`config.mk`:
```
export PLATFORM = sky130hd
export DESIGN_NAME = sack_receive_block_list_top_flat
export DESIGN_NICKNAME = d
export VERILOG_FILES = /design/src/rtl/core/srbl_pkg.sv /design/src/rtl/core/srbl_in_if.sv /design/src/rtl/core/srbl_out_if.sv /design/src/rtl/core/sack_receive_block_list_top.sv /design/src/rtl/core/srbl_ctrl.sv /design/src/rtl/core/srbl_datapath.sv /design/src/flat_wrapper.sv
export SDC_FILE = /design/constraint.sdc
export NUM_CORES = 1
export LEC_CHECK = 0
export BUFFER_PORTS_ARGS = -buffer_cell sky130_fd_sc_hd__buf_4
export CAP_MARGIN = 5
export CORE_MARGIN = 2
export CORE_UTILIZATION = 34
export DETAILED_ROUTE_END_ITERATION = 10
export SYNTH_ARGS = -nofsm -noshare
export SYNTH_HDL_FRONTEND = slang
export SYNTH_SLANG_ARGS = --single-unit
```
`constraint.sdc`:
```
create_clock -name clk -period 26.9 [get_ports clk]
set_clock_uncertainty 0.1 [all_clocks]
set_input_delay 0 -clock clk [delete_from_list [all_inputs] [get_ports clk]]
set_output_delay 0 -clock clk [all_outputs]
set_load 0.005 [all_outputs]
```
`src/rtl/core/srbl_pkg.sv`:
```
package srbl_pkg;

    localparam int MAX_BLOCKS_DEF = 6;
    localparam int SEQ_W          = 32;
    localparam int LIST_CNT_W     = 3;

    typedef logic [SEQ_W-1:0] seq_t;

    // Commands from the controller to the datapath
    typedef struct packed {
        logic load;     // latch an accepted item
        logic step;     // handle one stored block of the walk
        logic commit;   // settle the new head block and the count
        logic emit;     // load the next result into the output register
    } srbl_cmd_t;

    // Status from the datapath to the controller
    typedef struct packed {
        logic skip;       // clear or bad range: no walk
        logic walk_done;  // every stored block has been handled
        logic emit_last;  // the next result is the final one of the item
        logic out_free;   // output register can take a result this cycle
    } srbl_status_t;

    // a precedes b, modulo 2^32
    function automatic logic seq_lt(input seq_t a, input seq_t b);
        seq_t d;
        d = a - b;
        return d[SEQ_W-1];
    endfunction

endpackage

```
`src/rtl/core/srbl_in_if.sv`:
```
interface srbl_in_if;
    logic                 valid;
    logic                 ready;
    logic                 mode;
    srbl_pkg::seq_t       seg_start;
    srbl_pkg::seq_t       seg_end;
    srbl_pkg::seq_t       next_expected;

    modport source (output valid, output mode, output seg_start, output seg_end,
                    output next_expected, input ready);
    modport sink   (input valid, input mode, input seg_start, input seg_end,
                    input next_expected, output ready);
endinterface

```
`src/rtl/core/srbl_out_if.sv`:
```
interface srbl_out_if;
    logic                              valid;
    logic                              ready;
    srbl_pkg::seq_t                    blk_start;
    srbl_pkg::seq_t                    blk_end;
    logic                              blk_valid;
    logic [srbl_pkg::LIST_CNT_W-1:0]   list_count;
    logic                              bad_range;
    logic                              last;

    modport source (output valid, output blk_start, output blk_end, output blk_valid,
                    output list_count, output bad_range, output last, input ready);
    modport sink   (input valid, input blk_start, input blk_end, input blk_valid,
                    input list_count, input bad_range, input last, output ready);
endinterface

```
`src/rtl/core/sack_receive_block_list_top.sv`:
```
// Receiver SACK block list of up to MAX_BLOCKS ranges with modulo-2^32
// sequence compares. Each accepted item (update or clear) yields one result
// per held block, or a single empty result, with last set on the final one.
// One item at a time: the accept, then for an update one walk step per stored
// block plus one commit step (a clear or a bad range passes the walk state
// with neither), then one result per emit step, held while the sink stalls;
// the walk and the result readout share the single read port of the block
// store. A result held in the output register does not block the next
// item from being accepted.
module sack_receive_block_list_top #(
    parameter int MAX_BLOCKS = srbl_pkg::MAX_BLOCKS_DEF
) (
    input logic        clk,
    input logic        rst_n,
    srbl_in_if.sink    seg_in,
    srbl_out_if.source blk_out
);

    srbl_pkg::srbl_cmd_t    cmd;
    srbl_pkg::srbl_status_t status;
    logic                   in_ready;

    assign seg_in.ready = in_ready;

    srbl_ctrl u_ctrl (
        .clk      (clk),
        .rst_n    (rst_n),
        .in_valid (seg_in.valid),
        .in_ready (in_ready),
        .status   (status),
        .cmd      (cmd)
    );

    srbl_datapath #(
        .MAX_BLOCKS (MAX_BLOCKS)
    ) u_datapath (
        .clk           (clk),
        .rst_n         (rst_n),
        .mode          (seg_in.mode),
        .seg_start     (seg_in.seg_start),
        .seg_end       (seg_in.seg_end),
        .next_expected (seg_in.next_expected),
        .cmd           (cmd),
        .status        (status),
        .out_ch        (blk_out)
    );

    // no second item while the current one is still in work
    assert property (@(posedge clk) disable iff (!rst_n)
        (seg_in.valid && seg_in.ready) |=> !seg_in.ready)
        else $error("input accepted again before item finished");

    // an empty result is the only result of its item
    assert property (@(posedge clk) disable iff (!rst_n)
        (blk_out.valid && !blk_out.blk_valid) |-> (blk_out.last && blk_out.list_count == '0))
        else $error("empty result not final or with nonzero count");

    // a result is emitted only while the datapath has room for it
    assert property (@(posedge clk) disable iff (!rst_n)
        cmd.emit |-> status.out_free)
        else $error("result loaded over an unaccepted one");

    // walking, committing and emitting never overlap a load
    assert property (@(posedge clk) disable iff (!rst_n)
        cmd.load |-> (!cmd.step && !cmd.commit && !cmd.emit))
        else $error("load overlaps other datapath command");

endmodule

```
`src/rtl/core/srbl_ctrl.sv`:
```
module srbl_ctrl (
    input  logic                   clk,
    input  logic                   rst_n,
    input  logic                   in_valid,
    output logic                   in_ready,
    input  srbl_pkg::srbl_status_t status,
    output srbl_pkg::srbl_cmd_t    cmd
);

    typedef enum logic [1:0] {
        S_IDLE,
        S_WALK,
        S_EMIT
    } state_t;

    state_t state_reg;
    state_t state_next;

    assign in_ready = (state_reg == S_IDLE);

    always_comb
    begin
        state_next = state_reg;
        cmd        = '0;
        case (state_reg)
            S_IDLE:
            begin
                if (in_valid)
                begin
                    cmd.load   = 1'b1;
                    state_next = S_WALK;
                end
            end
            S_WALK:
            begin
                if (status.skip)
                begin
                    state_next = S_EMIT;
                end
                else if (status.walk_done)
                begin
                    cmd.commit = 1'b1;
                    state_next = S_EMIT;
                end
                else
                begin
                    cmd.step = 1'b1;
                end
            end
            S_EMIT:
            begin
                if (status.out_free)
                begin
                    cmd.emit = 1'b1;
                    if (status.emit_last)
                    begin
                        state_next = S_IDLE;
                    end
                end
            end
            default:
            begin
                state_next = S_IDLE;
            end
        endcase
    end

    always_ff @(posedge clk or negedge rst_n)
    begin
        if (!rst_n)
        begin
            state_reg <= S_IDLE;
        end
        else
        begin
            state_reg <= state_next;
        end
    end

endmodule

```
`src/rtl/core/srbl_datapath.sv`:
```
module srbl_datapath #(
    parameter int MAX_BLOCKS = srbl_pkg::MAX_BLOCKS_DEF
) (
    input  logic                   clk,
    input  logic                   rst_n,
    input  logic                   mode,
    input  srbl_pkg::seq_t         seg_start,
    input  srbl_pkg::seq_t         seg_end,
    input  srbl_pkg::seq_t         next_expected,
    input  srbl_pkg::srbl_cmd_t    cmd,
    output srbl_pkg::srbl_status_t status,
    srbl_out_if.source             out_ch
);

    localparam int CW = $clog2(MAX_BLOCKS + 1);
    localparam int IW = (MAX_BLOCKS > 1) ? $clog2(MAX_BLOCKS) : 1;

    srbl_pkg::seq_t starts_reg [MAX_BLOCKS];
    srbl_pkg::seq_t ends_reg   [MAX_BLOCKS];

    logic [CW-1:0]  count_reg, count_next;
    logic [CW-1:0]  idx_reg, idx_next;
    logic [CW-1:0]  nk_reg, nk_next;
    srbl_pkg::seq_t nxt_reg, nxt_next;
    srbl_pkg::seq_t hs_reg, hs_next;
    srbl_pkg::seq_t he_reg, he_next;
    logic           bad_reg, bad_next;
    logic           skip_reg, skip_next;

    logic                            out_valid_reg, out_valid_next;
    srbl_pkg::seq_t                  out_start_reg;
    srbl_pkg::seq_t                  out_end_reg;
    logic                            out_blk_valid_reg;
    logic [srbl_pkg::LIST_CNT_W-1:0] out_count_reg;
    logic                            out_bad_reg;
    logic                            out_last_reg;

    logic [IW-1:0]  rd_idx;
    srbl_pkg::seq_t bs, be;
    logic           ent_drop, ent_merge, ent_keep;
    logic           head_new;
    logic           list_nonempty;
    logic           last_now;
    logic           seg_bad;

    assign rd_idx = idx_reg[IW-1:0];
    assign bs     = starts_reg[rd_idx];
    assign be     = ends_reg[rd_idx];

    assign ent_drop  = !srbl_pkg::seq_lt(bs, be) || (bs == nxt_reg)
                       || srbl_pkg::seq_lt(bs, nxt_reg);
    assign ent_merge = ((hs_reg == be) || srbl_pkg::seq_lt(hs_reg, be))
                       && ((bs == he_reg) || srbl_pkg::seq_lt(bs, he_reg));
    assign ent_keep  = !ent_drop && !ent_merge;
    assign head_new  = srbl_pkg::seq_lt(nxt_reg, hs_reg);

    assign list_nonempty = (count_reg != '0);
    assign last_now      = !list_nonempty || ((idx_reg + CW'(1)) == count_reg);
    assign seg_bad       = !mode && !srbl_pkg::seq_lt(seg_start, seg_end);

    assign status.skip      = skip_reg;
    assign status.walk_done = (idx_reg == count_reg);
    assign status.emit_last = last_now;
    assign status.out_free  = !out_valid_reg || out_ch.ready;

    always_comb
    begin
        count_next     = count_reg;
        idx_next       = idx_reg;
        nk_next        = nk_reg;
        nxt_next       = nxt_reg;
        hs_next        = hs_reg;
        he_next        = he_reg;
        bad_next       = bad_reg;
        skip_next      = skip_reg;
        out_valid_next = out_ch.ready ? 1'b0 : out_valid_reg;

        if (cmd.load)
        begin
            nxt_next  = next_expected;
            hs_next   = seg_start;
            he_next   = seg_end;
            idx_next  = '0;
            nk_next   = '0;
            bad_next  = seg_bad;
            skip_next = mode || seg_bad;
            if (mode)
            begin
                count_next = '0;
            end
        end

        if (cmd.step)
        begin
            idx_next = idx_reg + CW'(1);
            if (!ent_drop && ent_merge)
            begin
                if (srbl_pkg::seq_lt(bs, hs_reg))
                begin
                    hs_next = bs;
                end
                if (srbl_pkg::seq_lt(he_reg, be))
                begin
                    he_next = be;
                end
            end
            else if (ent_keep)
            begin
                nk_next = nk_reg + CW'(1);
            end
        end

        if (cmd.commit)
        begin
            idx_next = '0;
            if (head_new)
            begin
                // the oldest kept block falls off a full list
                if (nk_reg == CW'(MAX_BLOCKS))
                begin
                    count_next = CW'(MAX_BLOCKS);
                end
                else
                begin
                    count_next = nk_reg + CW'(1);
                end
            end
            else
            begin
                count_next = nk_reg;
            end
        end

        if (cmd.emit)
        begin
            idx_next       = idx_reg + CW'(1);
            out_valid_next = 1'b1;
        end
    end

    always_ff @(posedge clk or negedge rst_n)
    begin
        if (!rst_n)
        begin
            count_reg     <= '0;
            idx_reg       <= '0;
            nk_reg        <= '0;
            skip_reg      <= 1'b0;
            out_valid_reg <= 1'b0;
        end
        else
        begin
            count_reg     <= count_next;
            idx_reg       <= idx_next;
            nk_reg        <= nk_next;
            skip_reg      <= skip_next;
            out_valid_reg <= out_valid_next;
        end
    end

    always_ff @(posedge clk)
    begin
        nxt_reg <= nxt_next;
        hs_reg  <= hs_next;
        he_reg  <= he_next;
        bad_reg <= bad_next;
        if (cmd.emit)
        begin
            out_blk_valid_reg <= list_nonempty;
            out_start_reg     <= list_nonempty ? bs : '0;
            out_end_reg       <= list_nonempty ? be : '0;
            out_count_reg     <= srbl_pkg::LIST_CNT_W'(count_reg);
            out_bad_reg       <= bad_reg;
            out_last_reg      <= last_now;
        end
    end

    // Kept blocks compact in place: the write slot never passes the read slot.
    always_ff @(posedge clk)
    begin
        if (cmd.step && ent_keep)
        begin
            starts_reg[nk_reg[IW-1:0]] <= bs;
            ends_reg[nk_reg[IW-1:0]]   <= be;
        end
        else if (cmd.commit && head_new)
        begin
            for (int j = MAX_BLOCKS - 1; j > 0; j--)
            begin
                starts_reg[j] <= starts_reg[j-1];
                ends_reg[j]   <= ends_reg[j-1];
            end
            starts_reg[0] <= hs_reg;
            ends_reg[0]   <= he_reg;
        end
    end

    assign out_ch.valid      = out_valid_reg;
    assign out_ch.blk_start  = out_start_reg;
    assign out_ch.blk_end    = out_end_reg;
    assign out_ch.blk_valid  = out_blk_valid_reg;
    assign out_ch.list_count = out_count_reg;
    assign out_ch.bad_range  = out_bad_reg;
    assign out_ch.last       = out_last_reg;

endmodule
```
`src/flat_wrapper.sv`:
```
// flat-port wrapper written by rule: the top's interface ports become plain ports
module sack_receive_block_list_top_flat 
#(
    parameter int MAX_BLOCKS = srbl_pkg::MAX_BLOCKS_DEF
)
  (clk, rst_n, seg_in_valid, seg_in_mode, seg_in_seg_start, seg_in_seg_end, seg_in_next_expected, seg_in_ready, blk_out_valid, blk_out_blk_start, blk_out_blk_end, blk_out_blk_valid, blk_out_list_count, blk_out_bad_range, blk_out_last, blk_out_ready);
  srbl_in_if seg_in_i ();
  srbl_out_if blk_out_i ();
  input logic clk;
  input logic rst_n;
  input wire logic [$bits(seg_in_i.valid)-1:0] seg_in_valid;
  input wire logic [$bits(seg_in_i.mode)-1:0] seg_in_mode;
  input wire logic [$bits(seg_in_i.seg_start)-1:0] seg_in_seg_start;
  input wire logic [$bits(seg_in_i.seg_end)-1:0] seg_in_seg_end;
  input wire logic [$bits(seg_in_i.next_expected)-1:0] seg_in_next_expected;
  output wire logic [$bits(seg_in_i.ready)-1:0] seg_in_ready;
  output wire logic [$bits(blk_out_i.valid)-1:0] blk_out_valid;
  output wire logic [$bits(blk_out_i.blk_start)-1:0] blk_out_blk_start;
  output wire logic [$bits(blk_out_i.blk_end)-1:0] blk_out_blk_end;
  output wire logic [$bits(blk_out_i.blk_valid)-1:0] blk_out_blk_valid;
  output wire logic [$bits(blk_out_i.list_count)-1:0] blk_out_list_count;
  output wire logic [$bits(blk_out_i.bad_range)-1:0] blk_out_bad_range;
  output wire logic [$bits(blk_out_i.last)-1:0] blk_out_last;
  input wire logic [$bits(blk_out_i.ready)-1:0] blk_out_ready;
  assign seg_in_i.valid = seg_in_valid;
  assign seg_in_i.mode = seg_in_mode;
  assign seg_in_i.seg_start = seg_in_seg_start;
  assign seg_in_i.seg_end = seg_in_seg_end;
  assign seg_in_i.next_expected = seg_in_next_expected;
  assign seg_in_ready = seg_in_i.ready;
  assign blk_out_valid = blk_out_i.valid;
  assign blk_out_blk_start = blk_out_i.blk_start;
  assign blk_out_blk_end = blk_out_i.blk_end;
  assign blk_out_blk_valid = blk_out_i.blk_valid;
  assign blk_out_list_count = blk_out_i.list_count;
  assign blk_out_bad_range = blk_out_i.bad_range;
  assign blk_out_last = blk_out_i.last;
  assign blk_out_i.ready = blk_out_ready;
  sack_receive_block_list_top #(.MAX_BLOCKS(MAX_BLOCKS)) u_core (.clk(clk), .rst_n(rst_n), .seg_in(seg_in_i), .blk_out(blk_out_i));
endmodule
```
==> flow_summary.json <==
{
  "yosysUniqueCellTypes": 71,
  "grt_pass1_wl_mm": 157,
  "core-area_sq_um": 103000,
  "gr-total-overflow": 0,
  "critPathTopFamily": "compound AO/OA/AOI/OAI gates",
  "rsz0062_at_grt": "false",
  "placed_area_sq_um": 38500,
  "leakage_nw": 15.6,
  "layout_common_cells": "edfxtp_1 (615), o21a_1 (331), ha_1 (246), buf_4 (228), inv_1 (191)",
  "fin_crit_sh_pct": 30.7,
  "critPathSlowestCell": "buf_4",
  "antenna_found_initial": 2,
  "synth_seq_cells": 692,
  "final_area_sq_um": 42300,
  "drv_cap": 0,
  "crit_path_cell_trace": "buf_4 > buf_4 > mux4_2 > mux2i_1 > ha_1 > a21o_1 > a21o_1 > a21oi_1 > a2bb2oi_1 > a21oi_1 > a211oi_2 > nor2b_1 > and2b_1 > a31o_4 > buf_4",
  "layout_min_cycle_time_ps": 8270,
  "cp-end-kind": "flip-flop",
  "route.detailed.drc": 0,
  "hpwl_mm": 69.7,
  "yosys_warnings": 0,
  "status": "finished clean",
  "die_x_um": 327,
  "port_buffers": 172,
  "max_freq_ghz": 0.121,
  "synth_area_sq_um": 35400,
  "avgSynthCellArea_sq_um": 13.6,
  "htree_levels": 3,
  "synth-edff-count": 615,
  "clock_path_buffers": 3,
  "track_usage_pct": 19.8,
  "root_buffer": "clkbuf_16",
  "gp_congestion": 0.873,
  "cts_tree": "done",
  "cts.sinks": 692,
  "powerDensity_nw_per_um2": 114,
  "nNetsFinal": 3269,
  "cp_common_cell": "buf_4",
  "clk_pin_slew_ps": 60,
  "path_buf_inv": 3,
  "worstPathArrival_ps": 8420,
  "post_cts_resized": 0,
  "drt-pass1-iter-count": 5,
  "tns_ps": 0,
  "synthArstFlopShare_pct": 1.88,
  "hold_path.class": "in -> reg",
  "worstSetupPathType": "reg -> reg",
  "numCtsBuffers": 76,
  "syn_nets": 2953,
  "routed_wl_mm": 106,
  "clock_latency_ps": 640,
  "grt_max_degree": 128,
  "dieArea_sq_um": 107000,
  "avgViaCountPerCell": 5.45,
  "final_util_pct": 40.9,
  "fillers": 9638,
  "tightest_slew_ps": 1230,
  "drt_iter0_markers": 2153,
  "io_pins": 173,
  "syn_inst": 2606,
  "layout-drive-gt1-share_pct": 16.5,
  "ys.flop_type": "edfxtp_1",
  "placementRows": 118,
  "required_ps": 27050,
  "ant_nets": 0,
  "setup_viol": 0,
  "ys_seq_area_share_pct": 56.7,
  "peakVddDrop_mv": 0.111,
  "crit_fanout": 40,
  "layout_commonest_cell": "edfxtp_1",
  "slew_viol_final": 0,
  "hold_viol": 0,
  "p_total_mw": 4.81,
  "num_antenna_cells": 0,
  "area.growth.synth_to_final_pct": 19.3,
  "grt_pass1_vias": 23600,
  "cp-start-kind": "flip-flop",
  "slowest_delay_ps": 820,
  "avgRoutedWirePerCell_um": 24.4,
  "num_vias": 23800,
  "die_y_um": 327,
  "initial_utilization_pct": 34.3,
  "relSlewSlack_pct": 17.8
}
-- routing by layer --
layer	global-route usage (%)	vias to the layer above	wire length [um]
met1	28.2	12000	47000
li1	-	10700	-
met4	5.13	2	2330
met5	0	-	18
met3	4.09	149	9110
met2	30.7	950	47900
-- through the flow --
stage	setup slack [ps]	cells	hold WS, ps
after floorplan	16700	2606	-396
after global placement	18730	4089	-230
after detailed placement	18570	4089	-227
after CTS	18540	4360	14.8
after global routing	18120	4360	8.16
final	18630	4360	21.7
-- path summary, 6_finish.rpt --
path / startpoint / end / slack (ps) / depth (start not counted)
min in group asynchronous: rst_n / u_core.u_datapath.idx_reg[1] / 460 / 3
max: u_core.u_datapath.idx_reg[0] / u_core.u_datapath.starts_reg[4][21] / 18630 / 15
min: seg_in_next_expected[14] / u_core.u_datapath.nxt_reg[14] / 20 / 2
max reg2reg: u_core.u_datapath.idx_reg[0] / u_core.u_datapath.starts_reg[4][21] / 18630 / 15
max in group asynchronous: rst_n / u_core.u_datapath.idx_reg[2] / 25690 / 3
min reg2reg: u_core.u_datapath.bad_reg / u_core.u_datapath.out_ch.bad_range / 320 / 0
-- cell families (layout without fill, tap and decap cells) --
logic type / after synthesis / in the layout / share of synthesized area (%)
AO/OA/AOI/OAI: 740 / 740 / 14.2
XOR/XNOR: 17 / 17 / 0.420
adder cells (fa/ha/maj): 246 / 246 / 8.69
buffers and inverters: 319 / 693 / 3.60
flip-flops: 692 / 692 / 56.7
multiplexers: 265 / 265 / 12.1
AND/OR/NAND/NOR: 327 / 327 / 4.30
-- cell usage after synthesis (all sizes together), types with 9 or more instances --
cell / n / area (sq um)
inv: 193 / 724
nand2b: 12 / 75.1
clkbuf: 87 / 327
mux2i: 136 / 1390
dfxtp: 64 / 1280
buf: 39 / 225
nor2: 157 / 589
nand3: 27 / 135
a21o: 47 / 353
dfrtp: 13 / 325
nor3: 18 / 90.1
nand4: 43 / 269
edfxtp: 615 / 18500
a21boi: 64 / 480
ha: 246 / 3080
nand2: 39 / 146
o21ai: 95 / 475
a211oi: 9 / 72.6
o21a: 331 / 2480
xnor2: 9 / 78.8
mux4: 128 / 2890
nor2b: 9 / 56.3
a21oi: 138 / 691
-- cell type report --
cell class | instances | area (sq um) | share of cell area (%)
tap | 1380 | 1730 | 4.09
multi-input combinational | 1595 | 14200 | 33.5
timing repair buffer | 364 | 3080 | 7.29
clock inverter | 39 | 417 | 0.986
clock buffer | 97 | 2040 | 4.83
sequential | 692 | 20100 | 47.5
inverter | 193 | 729 | 1.73
-- power by group --
part           internal, mW  switching [mW]  leakage (nW)
Clock                 0.615           0.441          1.20
Combinational         0.865            1.28          8.11
Sequential             1.50           0.111          6.29
Total                  2.98            1.83          15.6
-- what timing repair did --
action | in CTS | in global routing
hold endpoints to repair | 123 | 0
setup buffers | 0 | 0
hold buffers | 135 | 0
Note: power is estimated with default switching activity, not from simulation.
